### src/sv/guest_csr_trap_emulator_core_macros.svh
// ----------------------------------------------------------------------------
// Assertion macros for the guest CSR trap emulator
// ----------------------------------------------------------------------------
`ifndef GUEST_CSR_TRAP_EMULATOR_CORE_MACROS_SVH
`define GUEST_CSR_TRAP_EMULATOR_CORE_MACROS_SVH

// Same-cycle implication, disabled during reset
`define GCTE_ASSERT_IMP(lbl, clk, rst, ante, cons) \
  lbl: assert property (@(posedge clk) disable iff (rst) (ante) |-> (cons)) \
    else $error("gcte assertion failed");

// Next-cycle implication, disabled during reset
`define GCTE_ASSERT_NXT(lbl, clk, rst, ante, cons) \
  lbl: assert property (@(posedge clk) disable iff (rst) (ante) |=> (cons)) \
    else $error("gcte assertion failed");

`endif

### src/sv/gcte_pkg.sv
// ----------------------------------------------------------------------------
// gcte_pkg
// Shared types, codes and CSR tables of the guest CSR trap emulator.
// ----------------------------------------------------------------------------
package gcte_pkg;

  localparam int PMP_ENTRIES_DEF = 2;
  localparam int CSR_COUNT       = 41;
  localparam int SLOT_W          = 6;

  // Opcodes (funct3)
  localparam logic [2:0] OP_SYSTEM = 3'd0;
  localparam logic [2:0] OP_CSRW   = 3'd1;
  localparam logic [2:0] OP_CSRR   = 3'd2;

  // System addresses
  localparam logic [11:0] SYS_ECALL = 12'h000;
  localparam logic [11:0] SYS_SRET  = 12'h102;
  localparam logic [11:0] SYS_MRET  = 12'h302;

  // Status codes
  localparam logic [2:0] ST_OK        = 3'd0;
  localparam logic [2:0] ST_NOT_FOUND = 3'd1;
  localparam logic [2:0] ST_PRIV_LOW  = 3'd2;
  localparam logic [2:0] ST_ZERO_VEND = 3'd3;
  localparam logic [2:0] ST_STVEC_Z   = 3'd4;
  localparam logic [2:0] ST_RET_PRIV  = 3'd5;
  localparam logic [2:0] ST_ILLEGAL   = 3'd6;

  // Privilege modes
  localparam logic [1:0] MODE_USER    = 2'd0;
  localparam logic [1:0] MODE_SUPER   = 2'd1;
  localparam logic [1:0] MODE_MACHINE = 2'd2;

  // Slots held in dedicated registers; the PMP address slots use generic storage
  localparam logic [SLOT_W-1:0] SLOT_SSTATUS  = 6'd8;
  localparam logic [SLOT_W-1:0] SLOT_STVEC    = 6'd12;
  localparam logic [SLOT_W-1:0] SLOT_SEPC     = 6'd15;
  localparam logic [SLOT_W-1:0] SLOT_VENDOR   = 6'd20;
  localparam logic [SLOT_W-1:0] SLOT_MSTATUS  = 6'd24;
  localparam logic [SLOT_W-1:0] SLOT_MEPC     = 6'd32;
  localparam logic [SLOT_W-1:0] SLOT_PMPCFG   = 6'd38;
  localparam logic [SLOT_W-1:0] SLOT_PMPADDR0 = 6'd39;
  localparam logic [SLOT_W-1:0] SLOT_PMPADDR1 = 6'd40;

  localparam logic [63:0] VENDOR_RESET = 64'h0000_6373_6535_3336;

  // Instruction class decided by the front end
  typedef enum logic [2:0] {
    K_ECALL, K_SRET, K_MRET, K_READ, K_WRITE, K_ILLEGAL
  } kind_t;

  // Classified item handed to the back end
  typedef struct packed {
    kind_t             kind;
    logic              found;
    logic [SLOT_W-1:0] slot;
    logic [1:0]        min_priv;
    logic [63:0]       src;
    logic [4:0]        dst;
    logic [63:0]       pc;
  } work_t;

  // Address decode; returns a found bit above the slot, all zero for an unknown address
  function automatic logic [SLOT_W:0] csr_lookup(input logic [11:0] addr);
    logic [SLOT_W:0] r;
    r = '0;
    case (addr)
      12'h000: r = {1'b1, 6'd2};
      12'h004: r = {1'b1, 6'd1};
      12'h040: r = {1'b1, 6'd3};
      12'h041: r = {1'b1, 6'd4};
      12'h042: r = {1'b1, 6'd5};
      12'h043: r = {1'b1, 6'd6};
      12'h044: r = {1'b1, 6'd7};
      12'h100: r = {1'b1, 6'd8};
      12'h102: r = {1'b1, 6'd9};
      12'h103: r = {1'b1, 6'd10};
      12'h104: r = {1'b1, 6'd11};
      12'h105: r = {1'b1, 6'd12};
      12'h106: r = {1'b1, 6'd13};
      12'h140: r = {1'b1, 6'd14};
      12'h141: r = {1'b1, 6'd15};
      12'h142: r = {1'b1, 6'd16};
      12'h143: r = {1'b1, 6'd17};
      12'h144: r = {1'b1, 6'd18};
      12'h180: r = {1'b1, 6'd19};
      12'hf11: r = {1'b1, 6'd20};
      12'hf12: r = {1'b1, 6'd21};
      12'hf13: r = {1'b1, 6'd22};
      12'hf14: r = {1'b1, 6'd23};
      12'h300: r = {1'b1, 6'd24};
      12'h301: r = {1'b1, 6'd25};
      12'h302: r = {1'b1, 6'd26};
      12'h303: r = {1'b1, 6'd27};
      12'h304: r = {1'b1, 6'd28};
      12'h305: r = {1'b1, 6'd29};
      12'h306: r = {1'b1, 6'd30};
      12'h340: r = {1'b1, 6'd31};
      12'h341: r = {1'b1, 6'd32};
      12'h342: r = {1'b1, 6'd33};
      12'h343: r = {1'b1, 6'd34};
      12'h344: r = {1'b1, 6'd35};
      12'h34a: r = {1'b1, 6'd36};
      12'h34b: r = {1'b1, 6'd37};
      12'h3a0: r = {1'b1, 6'd38};
      12'h3b0: r = {1'b1, 6'd39};
      12'h3b1: r = {1'b1, 6'd40};
      default: r = '0;
    endcase
    return r;
  endfunction

  // Minimum privilege by slot
  function automatic logic [1:0] csr_priv(input logic [SLOT_W-1:0] slot);
    logic [1:0] p;
    if (slot < 6'd8) begin
      p = MODE_USER;
    end else if (slot < 6'd21) begin
      p = MODE_SUPER;
    end else begin
      p = MODE_MACHINE;
    end
    return p;
  endfunction

endpackage

### src/sv/gcte_queue.sv
// ----------------------------------------------------------------------------
// gcte_queue
// Two-entry queue of classified items between front and back end.
// ----------------------------------------------------------------------------
module gcte_queue
  import gcte_pkg::*;
(
  input  logic  clk,
  input  logic  rst,
  input  logic  wr_en,
  input  work_t wr_data,
  output logic  full,
  input  logic  rd_en,
  output work_t rd_data,
  output logic  empty
);

  work_t      entry [2];
  logic       wr_ptr;
  logic       rd_ptr;
  logic [1:0] count;

  assign full    = (count == 2'd2);
  assign empty   = (count == 2'd0);
  assign rd_data = entry[rd_ptr];

  // Storage
  always_ff @(posedge clk) begin
    if (wr_en && !full) begin
      entry[wr_ptr] <= wr_data;
    end
  end

  // Pointers and fill level
  always_ff @(posedge clk) begin
    if (rst) begin
      wr_ptr <= 1'b0;
      rd_ptr <= 1'b0;
      count  <= 2'd0;
    end else begin
      if (wr_en && !full) begin
        wr_ptr <= ~wr_ptr;
      end
      if (rd_en && !empty) begin
        rd_ptr <= ~rd_ptr;
      end
      count <= count + {1'b0, (wr_en && !full)} - {1'b0, (rd_en && !empty)};
    end
  end

endmodule

### config.mk
export PLATFORM = sky130hd
export DESIGN_NAME = gcte_queue
export DESIGN_NICKNAME = d
export VERILOG_FILES = /design/src/sv/guest_csr_trap_emulator_core_macros.svh /design/src/sv/gcte_pkg.sv /design/src/sv/gcte_queue.sv
export SDC_FILE = /design/constraint.sdc
export NUM_CORES = 1
export LEC_CHECK = 0
export BUFFER_PORTS_ARGS = -buffer_cell sky130_fd_sc_hd__buf_2
export CORE_MARGIN = 5
export CORE_UTILIZATION = 52
export DETAILED_ROUTE_END_ITERATION = 8
export GPL_TIMING_DRIVEN = 0
export PLACE_DENSITY = 0.79
export SLEW_MARGIN = 20
export SYNTH_ARGS = -nofsm -noshare
export SYNTH_HDL_FRONTEND = slang
export SYNTH_SLANG_ARGS = --single-unit
### constraint.sdc
create_clock -name clk -period 6.1 [get_ports clk]
set_input_delay 0.305 -clock clk [delete_from_list [all_inputs] [get_ports clk]]
set_output_delay 0.305 -clock clk [all_outputs]
set_load 0.005 [all_outputs]
* Yosys cells after proc, flatten, opt, wreduce, memory -nomap -nowiden
Memories as Yosys holds them, arrays and structs flattened. A register that Yosys moved wholly into a read port is not among the register bits.
Cells that the tools add are included.
W data, S select, Z words.
** Storage, ports and cells
- Bits in read-only memories :: 0
- Memories kept :: 1
- Bits in latches :: 0
- Input port bits :: 149
- Bits in writable memories :: 290
- Register bits after elaboration :: 4
** Memory list
- entry :: words 2, bits a word 145, rd ports 1, clocked after Yosys merged registers in 1, wr ports 1, line gcte_queue.sv:18 : work_t entry [2];
** Cells by class
- Order comparisons :: 0
- Bitwise gates (word level) :: 2
- Equal/unequal tests :: 1
- Shift operators :: 0
- Reduce and logical (&&, ||, !) cells :: 5
- Divide/modulo/power cells :: 0
- Multiply operators :: 0
- $add $sub $neg :: 2
- Muxes and demuxes :: 4
** Operators with widths (count)
- $mux W1 :: 4
- $add A2 B1 Y2 :: 1
- $eq A2 B2 Y1 const B :: 1
- $logic_and A1 B1 Y1 :: 2
- $logic_not A1 Y1 :: 2
- $logic_not A2 Y1 :: 1
- $not A1 Y1 :: 2
- $sub A2 B1 Y2 :: 1

* Depth between registers and ports, before layout
Gate-level depths: netlist (run 1).
- Depth after elaboration :: 5
- Depth in mapped cells :: 8

* Worst setup path after synthesis (run 1)
No wires, ideal clock.
- Path kind :: reg2reg
- Start point :: register count[0]
- End point :: memory entry[1][0] (netlist bit) (enable)
- Period minus slack after synthesis :: 4.375 ns
- Data required time :: 5.577 ns
- Stages on the path, launching flop included :: 3
- Buffers on the path :: 0
- Slack :: 1.725 ns
- Arrival time :: 3.852 ns
- Path through :: dfxtp_1 nand2b_2 and3_1
** Between the ends
- Cells in the longest elaborated chain, start to end :: 5
** Ends and longest elaborated chain
- start: declaration :: line gcte_queue.sv:21 : logic [1:0] count;
- start signal: assignment :: line gcte_queue.sv:47 : count <= count + {1'b0, (wr_en && !full)} - {1'b0, (rd_en && !empty)};
- $eq A2 B2 Y1 :: line gcte_queue.sv:23 : assign full = (count == 2'd2);
- $logic_not A1 Y1 :: line gcte_queue.sv:29 : if (wr_en && !full) begin
- $logic_and A1 B1 Y1 :: line gcte_queue.sv:29
- $mux W1 :: line gcte_queue.sv:29
- $mux W1 (implied by the code) :: line gcte_queue.sv:30 : entry[wr_ptr] <= wr_data;
- end: declaration :: line gcte_queue.sv:18
No other way between the ends.

* Worst setup path after layout (run 1)
- Start point :: register count[0]
- End point :: memory entry[0][125] (netlist bit) (enable)
Same word-level chain as after synthesis.

==> reports/metrics.cfg, run 1 <==
[pwr]
totalPowerFinal_mw = 5.821
leakagePower_nw = 5.852
p_per_area_nw_per_um2 = 384.7
vdd.ir_drop.worst_uv = 359.2

[sta]
rsz0062_at_grt = false
hold_viol = 0
max_slew_margin = 0.6638
clock_skew_ns = 0.01227
period_share = 0.3771
finalSetupViolations = 0
slew_violations = 0
fin_crit_ns = 2.300
worst_pin_slew_ns = 0.5044
whs_ns = 0.2086
fin_tns_setup_ns = 0
max_clock_freq_ghz = 0.4347

[layout]
utilization = 0.7267
final_nets = 1105
fillers = 1240
drive_gt1_frac = 0.5113
syn_to_final_growth_pct = 39.01

[clock_tree]
cts_sinks = 295
cts.clk_slew.worst_paths_ns = 0.06
cts_max_level = 1
clock_latency_ns = 0.53
cts_resized = 0
clock-root-buffer = clkbuf_16
numCtsBuffers = 29
cts_tree = yes
clock_path_buffers = 3

[worst_setup_path]
critical_path.startpoint_type = flip-flop
cp_top_family = buffers and inverters
cp_slowest_cell = or3_1
cp.arrival_ns = 2.45
criticalPathCategory = reg2reg
cp_max_fo = 86
cp.required_ns = 6.25
cp_num_buf_inv = 3
critPathCaptureType = flip-flop
max_stage_delay_ns = 0.41
path_cells = nand2b_2, inv_1, or3_1, inv_8, buf_16

[synth]
ys_seq_elements = 295
synth_area_leaders = edfxtp_1, mux2_2, mux2_4, dfxtp_1, buf_6
syn-num-nets = 629
synth_seq_area_share = 0.8092
yosys.cell_types.count = 21
yosys-top-cells-count = edfxtp_1, mux2_2, mux2_4
synth_edf_count = 290
syn_inst = 478
synth_top_area_frac = 0.8000
synth_area_um2 = 10890
yosysMostFrequentCell = edfxtp_1
synth_area_leader_cell = edfxtp_1
ys_warn_count = 0
ys.flop_type = edfxtp_1
async_flop_share = 0
avgSynthCellArea_um2 = 22.77

[run_status]
outcome = completed

[global_route]
grt_max_degree = 87
grt_pass1_vias = 6994
antenna_found_initial = 1
grt.overflow.total = 0
grt_pass1_wl_mm = 37.81
grt_util_all_layers = 0.1999

[die]
die_h_um = 154.7
pin_count = 296
die_x_um = 154.7
core-area_um2 = 20820
std_cell_rows = 53
start_util = 0.5228
dieArea_um2 = 23930

[placement]
port_buffers = 295
dp.final_hpwl_mm = 14.74
gp_congestion = 0.7543

[routing]
drt-initial-drc-count = 327
drc = 0
postRouteAntennaNets = 0
wl_mm = 24.39
drtPass1Iterations = 4
wl_per_cell_um = 19.50
vias = 6241
vias_per_cell = 4.989

[min_path]
hold_class = in2reg

[run]
maxCapViolCount = 0

[logic make-up (layout without fill, tap and decap cells)]
kind of cell    Yosys count  after routing  share of synthesized area
flops                   295            295                     0.8092
mux                     145            145                     0.1672
buf+inv                  20            516                    0.01276
simple gates             11             11                   0.005288
compound gates            3              3                   0.001609
fa+ha+maj                 2              2                   0.002298
xor+xnor                  2              2                   0.001609
other cells               0              2                          0
[power breakdown]
part           switching [mW]  total [mW]  internal, mW
Combinational           0.736        1.56         0.826
Sequential             0.0723        2.65          2.58
Clock                   0.691        1.60         0.914
Total                    1.50        5.82          4.32
[final timing paths]
check,startpoint,endpoint,slack [ns],cells after the start
worst min-delay path,rd_en,rd_ptr,0.21,4
worst max register to register,count[0],entry[0][125],3.80,5
worst min register to register,rd_ptr,rd_ptr,0.52,2
worst max-delay path,count[0],entry[0][125],3.80,5
[cell usage in the layout, fill, tap and decap left out, drive strengths merged, types with 2 or more instances in the layout]
master | Yosys | routed
buf | 16 | 315
edfxtp | 290 | 290
dlygate4sd3 | 0 | 146
mux2 | 145 | 145
clkbuf | 0 | 40
clkinv | 0 | 10
dfxtp | 5 | 5
nor2 | 4 | 4
inv | 4 | 4
diode | 0 | 2
ha | 2 | 2
[flip-flops by register name (all words and copies together), names as in the netlist, named ones only]
signal	flops
entry	290
count	2
rd_ptr	1
wr_ptr	1
[metrics by stage]
stage	instance area [µm²]	setup slack (ns)	instances
finish	15130	3.800	1251
global route	15130	3.699	1250
CTS	15130	3.827	1249
detailed placement	12820	3.855	1052
global placement	12710	-0.1749	1048
floorplan	10890	1.725	478
[layer usage]
metal / part of all wire / GRT usage / vias to the layer above
li1: - / - / 2850
met1: 0.37 / 0.2346 / 3101
met2: 0.54 / 0.3688 / 242
met3: 0.065 / 0.04001 / 48
met4: 0.026 / 0.06392 / 0
met5: 0 / 0 / -
[worst min-delay path: stages]
cell and delay [ns]:
buf_2 0.08, o21a_1 0.15, xnor2_1 0.09, nor2_1 0.08
[cell type report]
cell class	instances	area, µm²	area share
diodes	2	5.005	0.0003307
plain buffers	16	123.9	0.008186
clock buffers	40	767.0	0.05069
clock inverters	11	77.57	0.005127
inverters	4	22.52	0.001488
multi-input cells	163	1943	0.1284
flip-flops and latches	295	8808	0.5821
well taps	275	344.1	0.02274
repair buffers	445	3040	0.2009
[what timing repair did]
item                       CTS  global route
buffers inserted             0             0
hold buffers               146             0
hold endpoints to repair   295             0
setup endpoints to repair    0             0
Power figures use the tool's default switching activity.
==> run 2, diff against run 1 <==
Clock period 6.1 ns to 2.2 ns, I/O delays scaled along.
==> reports/metrics.cfg, run 2 (synthesized netlist as in run 1, its figures left out) <==
[run_status]
outcome = completed

[routing]
postRouteAntennaNets = 0  ; unchanged
drtPass1Iterations = 6  ; +2
wl_per_cell_um = 20.54  ; +5.3%
drt-initial-drc-count = 287  ; -12%
vias_per_cell = 5.036  ; +0.95%
wl_mm = 26.00  ; +6.6%
drc = 0  ; unchanged
vias = 6376  ; +2.2%

[layout]
seq_area_um2 = 8811  ; about the same
top_regs = entry: 290 flops, count: 2 flops
syn_to_final_growth_pct = 41.36
final_common_cell = buf_2
layout_common_cells = buf_2, edfxtp_1, dlygate4sd3_1, mux2_2, mux2_4
multi_input_area_um2 = 1953  ; +0.52%
largest_register_ffs = 290  ; unchanged
fin_cells = 1266  ; +1.2%
final_nets = 1116  ; +1.0%
final_area_um2 = 15390  ; +1.7%
fillers = 1199  ; -3.3%
drive_gt1_frac = 0.5202  ; +0.008949
largest-register = entry

[clock_tree]
clock-root-buffer = clkbuf_16
numCtsBuffers = 30  ; +3.4%
cts.clk_slew.worst_paths_ns = 0.06  ; about the same
cts_tree = yes
cts_max_level = 1  ; unchanged
cts_resized = 0  ; unchanged
clock_path_buffers = 3  ; unchanged
clock_latency_ns = 0.53  ; about the same
cts_sinks = 295  ; unchanged

[sta]
slew_violations = 0  ; unchanged
period_share = 0.9195
hold_viol = 0  ; unchanged
max_clock_freq_ghz = 0.4944
clock_skew_ns = 0.01425  ; +0.001979 ns
fin_crit_ns = 2.023
max_slew_margin = 0.7053  ; +0.04153
finalSetupViolations = 0  ; unchanged
rsz0062_at_grt = false
worst_pin_slew_ns = 0.4421  ; -0.06229 ns

[placement]
postPlaceCellArea_um2 = 12950  ; +1.0%
dp.final_hpwl_mm = 15.45  ; +4.8%
dp.cells = 1057  ; +0.48%
gp_congestion = 0.7462  ; -1.1%
port_buffers = 295  ; unchanged

[worst_setup_path]
cp.arrival_ns = 1.91  ; -0.54 ns
criticalPathCategory = reg2out
timing.rr.start = count[0]
cp_max_fo = 10  ; -88%
reg2reg_depth = 7  ; +2
critical_path.startpoint_type = flip-flop
cp.required_ns = 2.09  ; -4.16 ns
reg2reg_slack_ns = 0.28  ; -3.52 ns
critPathCaptureType = primary output
endpoint = rd_data[107]
reg2reg_to = entry[0][118]

[pwr]
vdd.ir_drop.worst_uv = 865.9  ; +140%
pwr-share-clk = 0.281  ; +0.005
switchingPower_mw = 4.320  ; +190%
p_per_area_nw_per_um2 = 1080  ; +180%
totalPowerFinal_mw = 16.62  ; +190%
intPower_mw = 12.30  ; +180%
leakagePower_nw = 5.964  ; +1.9%
p_seq_frac = 0.444  ; -0.012
combPwrFrac = 0.275  ; +0.007
p_sw_frac = 0.2599  ; +0.002319

[die]
die_h_um = 154.7  ; unchanged
pin_count = 296  ; unchanged
core-area_um2 = 20820  ; unchanged
die_x_um = 154.7  ; unchanged
start_util = 0.5228  ; unchanged
std_cell_rows = 53  ; unchanged
dieArea_um2 = 23930  ; unchanged

[min_path]
hold_class = in2reg

[global_route]
grt.overflow.total = 0  ; unchanged
grt_pass1_vias = 7104  ; +1.6%
grt_max_degree = 53  ; -39%
antenna_found_initial = 3  ; +2
grt_util_all_layers = 0.2116  ; +0.01171
grt_pass1_wl_mm = 39.50  ; +4.5%

[run]
maxCapViolCount = 0  ; unchanged

## run 2: through the flow
step	TNS (ns)	setup slack, ns	utilization	hold slack [ns]
3_5_place_dp	-1.538	-0.05190	0.6220	0.3007
2_1_floorplan	-212.93	-0.9602	-	0.1742
4_1_cts	0	0.1417	0.7386	0.2636
5_1_grt	0	0.09082	0.7390	0.2866
6_report	0	0.1772	0.7390	0.3038
3_3_place_gp	-529.09	-2.237	0.6110	0.2971
## run 2: worst max-delay path, cell delays in order (launching register included)
cell,delay (ns)
dfxtp_1,0.32
buf_6,0.16
buf_6,0.20
buf_6,0.21
mux2_4,0.34
buf_2,0.14
## run 2: worst min-delay path by stage
stage                 from           end  slack (ns)  cells after the start
2_1_floorplan          rst      count[0]        0.17                      1
3_5_place_dp   wr_data[35]  entry[0][35]        0.30                      1
3_3_place_gp   wr_data[39]  entry[0][39]        0.30                      1
6_report       wr_data[59]  entry[0][59]        0.30                      2
5_1_grt        wr_data[48]  entry[1][48]        0.29                      2
4_1_cts        wr_data[45]  entry[0][45]        0.26                      2
## run 2: final cells by class
type	count	area share
Buffer	16	0.008050
Timing Repair Buffer	455	0.2093
Clock inverter	16	0.006668
Multi-Input combinational cell	163	0.1269
Tap cell	275	0.02236
Inverter	4	0.001220
Sequential cell	295	0.5726
Clock buffer	39	0.05237
Antenna cell	3	0.0004879
## run 2: power groups by stage
stage	registers (mW)	clock network (mW)	logic (mW)
after global placement	7.54	0	3.99
after CTS	7.36	4.74	4.56
after detailed placement	7.47	0	4.27
final	7.38	4.67	4.58
after floorplan	7.48	0	2.43
after global routing	7.44	5.02	4.89
## run 2: layer usage
layer  vias to the layer above  GRT usage  routed length (µm)
met5                         -          0                   0
met2                       283     0.3864               13920
met1                      3156     0.2496                9565
met3                        51    0.05372                1922
met4                         0    0.05593                 599
li1                       2886          -                   -
## run 2: timing repair
| item | CTS | global route |
|---|---|---|
| setup buffers | 2 | 0 |
| endpoints found under the hold margin | 295 | 0 |
| endpoints found under the setup margin | 31 | 0 |
| hold buffers | 149 | 0 |
==> run 3, diff against run 2 <==
Settings changed: ABC_AREA set to 1, CORE_UTILIZATION 52 to 56, PLACE_DENSITY 0.79 to 0.84.
Clock period 2.2 ns to 2.4 ns, I/O delays scaled along.
==> reports/metrics.cfg, run 3 <==
[layout]
drive_gt1_frac = 0.5165  ; -0.003693
largest_register_ffs = 290  ; unchanged
layout_common_cells = buf_2, edfxtp_1, dlygate4sd3_1, mux2_2, mux2_4
final_nets = 1128  ; +1.1%
syn_to_final_growth_pct = 41.61
final_common_cell = buf_2
top_regs = entry: 290 flops, count: 2 flops
largest-register = entry
utilization = 0.7986  ; +0.05964
fin_cells = 1263  ; -0.24%

[global_route]
grt_max_degree = 34  ; -36%
grt.overflow.total = 0  ; unchanged
grt_util_all_layers = 0.2392  ; +0.02761
grt_pass1_wl_mm = 40.69  ; +3.0%
grt_pass1_vias = 7263  ; +2.2%
antenna_found_initial = 1  ; -2

[die]
die_x_um = 149.5  ; -3.3%
start_util = 0.5640  ; +0.04119
die_h_um = 149.5  ; -3.3%
dieArea_um2 = 22360  ; -6.5%
std_cell_rows = 51  ; -3.8%
pin_count = 296  ; unchanged
core-area_um2 = 19330  ; -7.1%

[pwr]
totalPowerFinal_mw = 14.93  ; -10%
vdd.ir_drop.worst_uv = 723.0  ; -17%
switchingPower_mw = 3.872  ; -10%
p_sw_frac = 0.2594  ; -0.0005117
intPower_mw = 11.06  ; -10%
p_seq_frac = 0.452  ; +0.008
p_per_area_nw_per_um2 = 966.7  ; -11%
leakagePower_nw = 6.007  ; +0.72%
pwr-share-clk = 0.293  ; +0.012
combPwrFrac = 0.255  ; -0.020

[worst_setup_path]
reg2reg_depth = 7  ; unchanged
criticalPathCategory = reg2out
critPathCaptureType = primary output
reg2reg_slack_ns = 0.53  ; +0.25 ns
timing.rr.start = count[0]
cp.required_ns = 2.28  ; +0.19 ns
reg2reg_to = entry[0][76]
cp.arrival_ns = 1.89  ; -0.02 ns
cp_max_fo = 10  ; unchanged
critical_path.startpoint_type = flip-flop

[synth]
syn-num-nets = 641  ; +1.9%
muxShareOfSynthArea = 0.1670  ; -0.0002879
async_flop_share = 0  ; unchanged
synth_top_family_by_area = multiplexers
synth-simple-area-share = 0.007229  ; +0.001942
yosys-top-cells-count = edfxtp_1, mux2_2, mux2_4
syn_inst = 490  ; +2.5%
synth_area_um2 = 10900  ; +0.17%
synth_seq_area_share = 0.8078  ; -0.001393
ys_warn_count = 0  ; unchanged
ys.flop_type = edfxtp_1
synth_top_area_frac = 0.7986  ; -0.001377
synth_area_leaders = edfxtp_1, mux2_2, mux2_4, dfxtp_1, buf_6
yosys.cell_types.count = 12  ; -43%
synth_fa_ha_area_frac = 0.002295  ; -0.000003957
avgSynthCellArea_um2 = 22.25  ; -2.3%
synthXorXnorAreaFrac = 0  ; -0.001609
ys_seq_elements = 295  ; unchanged
synth_compound_area_frac = 0.0009180  ; -0.0006912
synth_edf_count = 290  ; unchanged
yosysMostFrequentCell = edfxtp_1
synth_area_leader_cell = edfxtp_1

[clock_tree]
cts_tree = yes
clock_path_buffers = 3  ; unchanged
cts_max_level = 1  ; unchanged
post_cts_buffers = 0  ; -2
cts_resized = 0  ; unchanged
cts.clk_slew.worst_paths_ns = 0.06  ; about the same
cts_sinks = 295  ; unchanged
numCtsBuffers = 30  ; unchanged
clock-root-buffer = clkbuf_16
cts_hold_buf = 148  ; -0.67%
clock_latency_ns = 0.53  ; about the same

[routing]
vias = 6524  ; +2.3%
drt-initial-drc-count = 359  ; +25%
drc = 0  ; unchanged
postRouteAntennaNets = 0  ; unchanged
wl_mm = 27.27  ; +4.9%
wl_per_cell_um = 21.59  ; +5.1%
drtPass1Iterations = 6  ; unchanged
vias_per_cell = 5.165  ; +2.6%

[run]
maxCapViolCount = 0  ; unchanged

[placement]
dp.final_hpwl_mm = 15.47  ; +0.13%
dp.cells = 1062  ; +0.47%
port_buffers = 295  ; unchanged
gp_congestion = 0.7210  ; -3.4%
dp_slack_ns = 0.5445  ; +0.5964 ns

[sta]
clock_skew_ns = 0.009610  ; -0.004639 ns
rsz0062_at_grt = false
fin_crit_ns = 2.013
hold_viol = 0  ; unchanged
max_slew_margin = 0.7279  ; +0.02262
setup_slack_ns = 0.3873  ; +0.2101 ns
worst_pin_slew_ns = 0.4072  ; -0.03490 ns
slew_violations = 0  ; unchanged
finalSetupViolations = 0  ; unchanged
period_share = 0.8386
max_clock_freq_ghz = 0.4968
fin_tns_setup_ns = 0  ; unchanged

[run_status]
outcome = completed

[min_path]
hold_class = in2reg
hp-start = wr_data[6]
whs_endpoint = entry[1][6]
worstHoldPathCells = 2  ; unchanged

-- run 3: power groups by stage --
stage / logic [mW] / clock network [mW] / registers (mW)
after detailed placement: 3.52 / 0 / 6.81
after floorplan: 1.93 / 0 / 6.82
after CTS: 3.75 / 4.41 / 6.72
final: 3.81 / 4.37 / 6.75
after global placement: 3.20 / 0 / 6.87
after global routing: 4.05 / 4.68 / 6.80
-- run 3: layer usage --
metal  vias to the layer above  track usage  part of all wire
met5                         -            0                 0
met4                         0      0.08009             0.035
met3                        70      0.06481             0.087
met2                       335       0.4385              0.53
met1                      3208       0.2707              0.35
li1                       2911            -                 -
-- run 3: worst max-delay path: stages, from the launching register on --
cell and delay, ns:
dfxtp_1 0.32, buf_6 0.16, buf_6 0.20, buf_6 0.21, mux2_4 0.32, buf_2 0.14
-- run 3: kinds of logic after synthesis --
kind of cell / count (synthesis)
flops: 295
mux: 145
buf+inv: 26
simple gates: 20
compound gates: 2
fa+ha+maj: 2
-- run 3: layout make-up --
cell class              instances  area, µm²
clock inverters                18      136.4
clock buffers                  34      787.0
plain buffers                  16      123.9
inverters                      10      41.29
fillers                       938       3894
repair buffers                455       3251
well taps                     265      331.6
multi-input cells             169       1957
diodes                          1      2.502
flip-flops and latches        295       8811
-- run 3: how the worst max path moves through the flow --
stage / startpoint / to / slack [ns] / cells after the start
3_5_place_dp: count[0] / entry[0][107] / 0.54 / 7
3_3_place_gp: count[0] / entry[1][106] / -1.87 / 4
4_1_cts: flip-flop / rd_data[111] / 0.33 / 5
5_1_grt: flip-flop / rd_data[134] / 0.30 / 5
2_1_floorplan: count[0] / entry[0][0] / -0.68 / 4
6_report: flip-flop / rd_data[116] / 0.39 / 5
-- run 3: per-stage QoR --
step	hold WS (ns)	area (µm²)
final	0.3062	15440
after global routing	0.2911	15440
after CTS	0.2679	15440
after detailed placement	0.2970	13030
after global placement	0.2845	12740
after floorplan	0.1838	10930
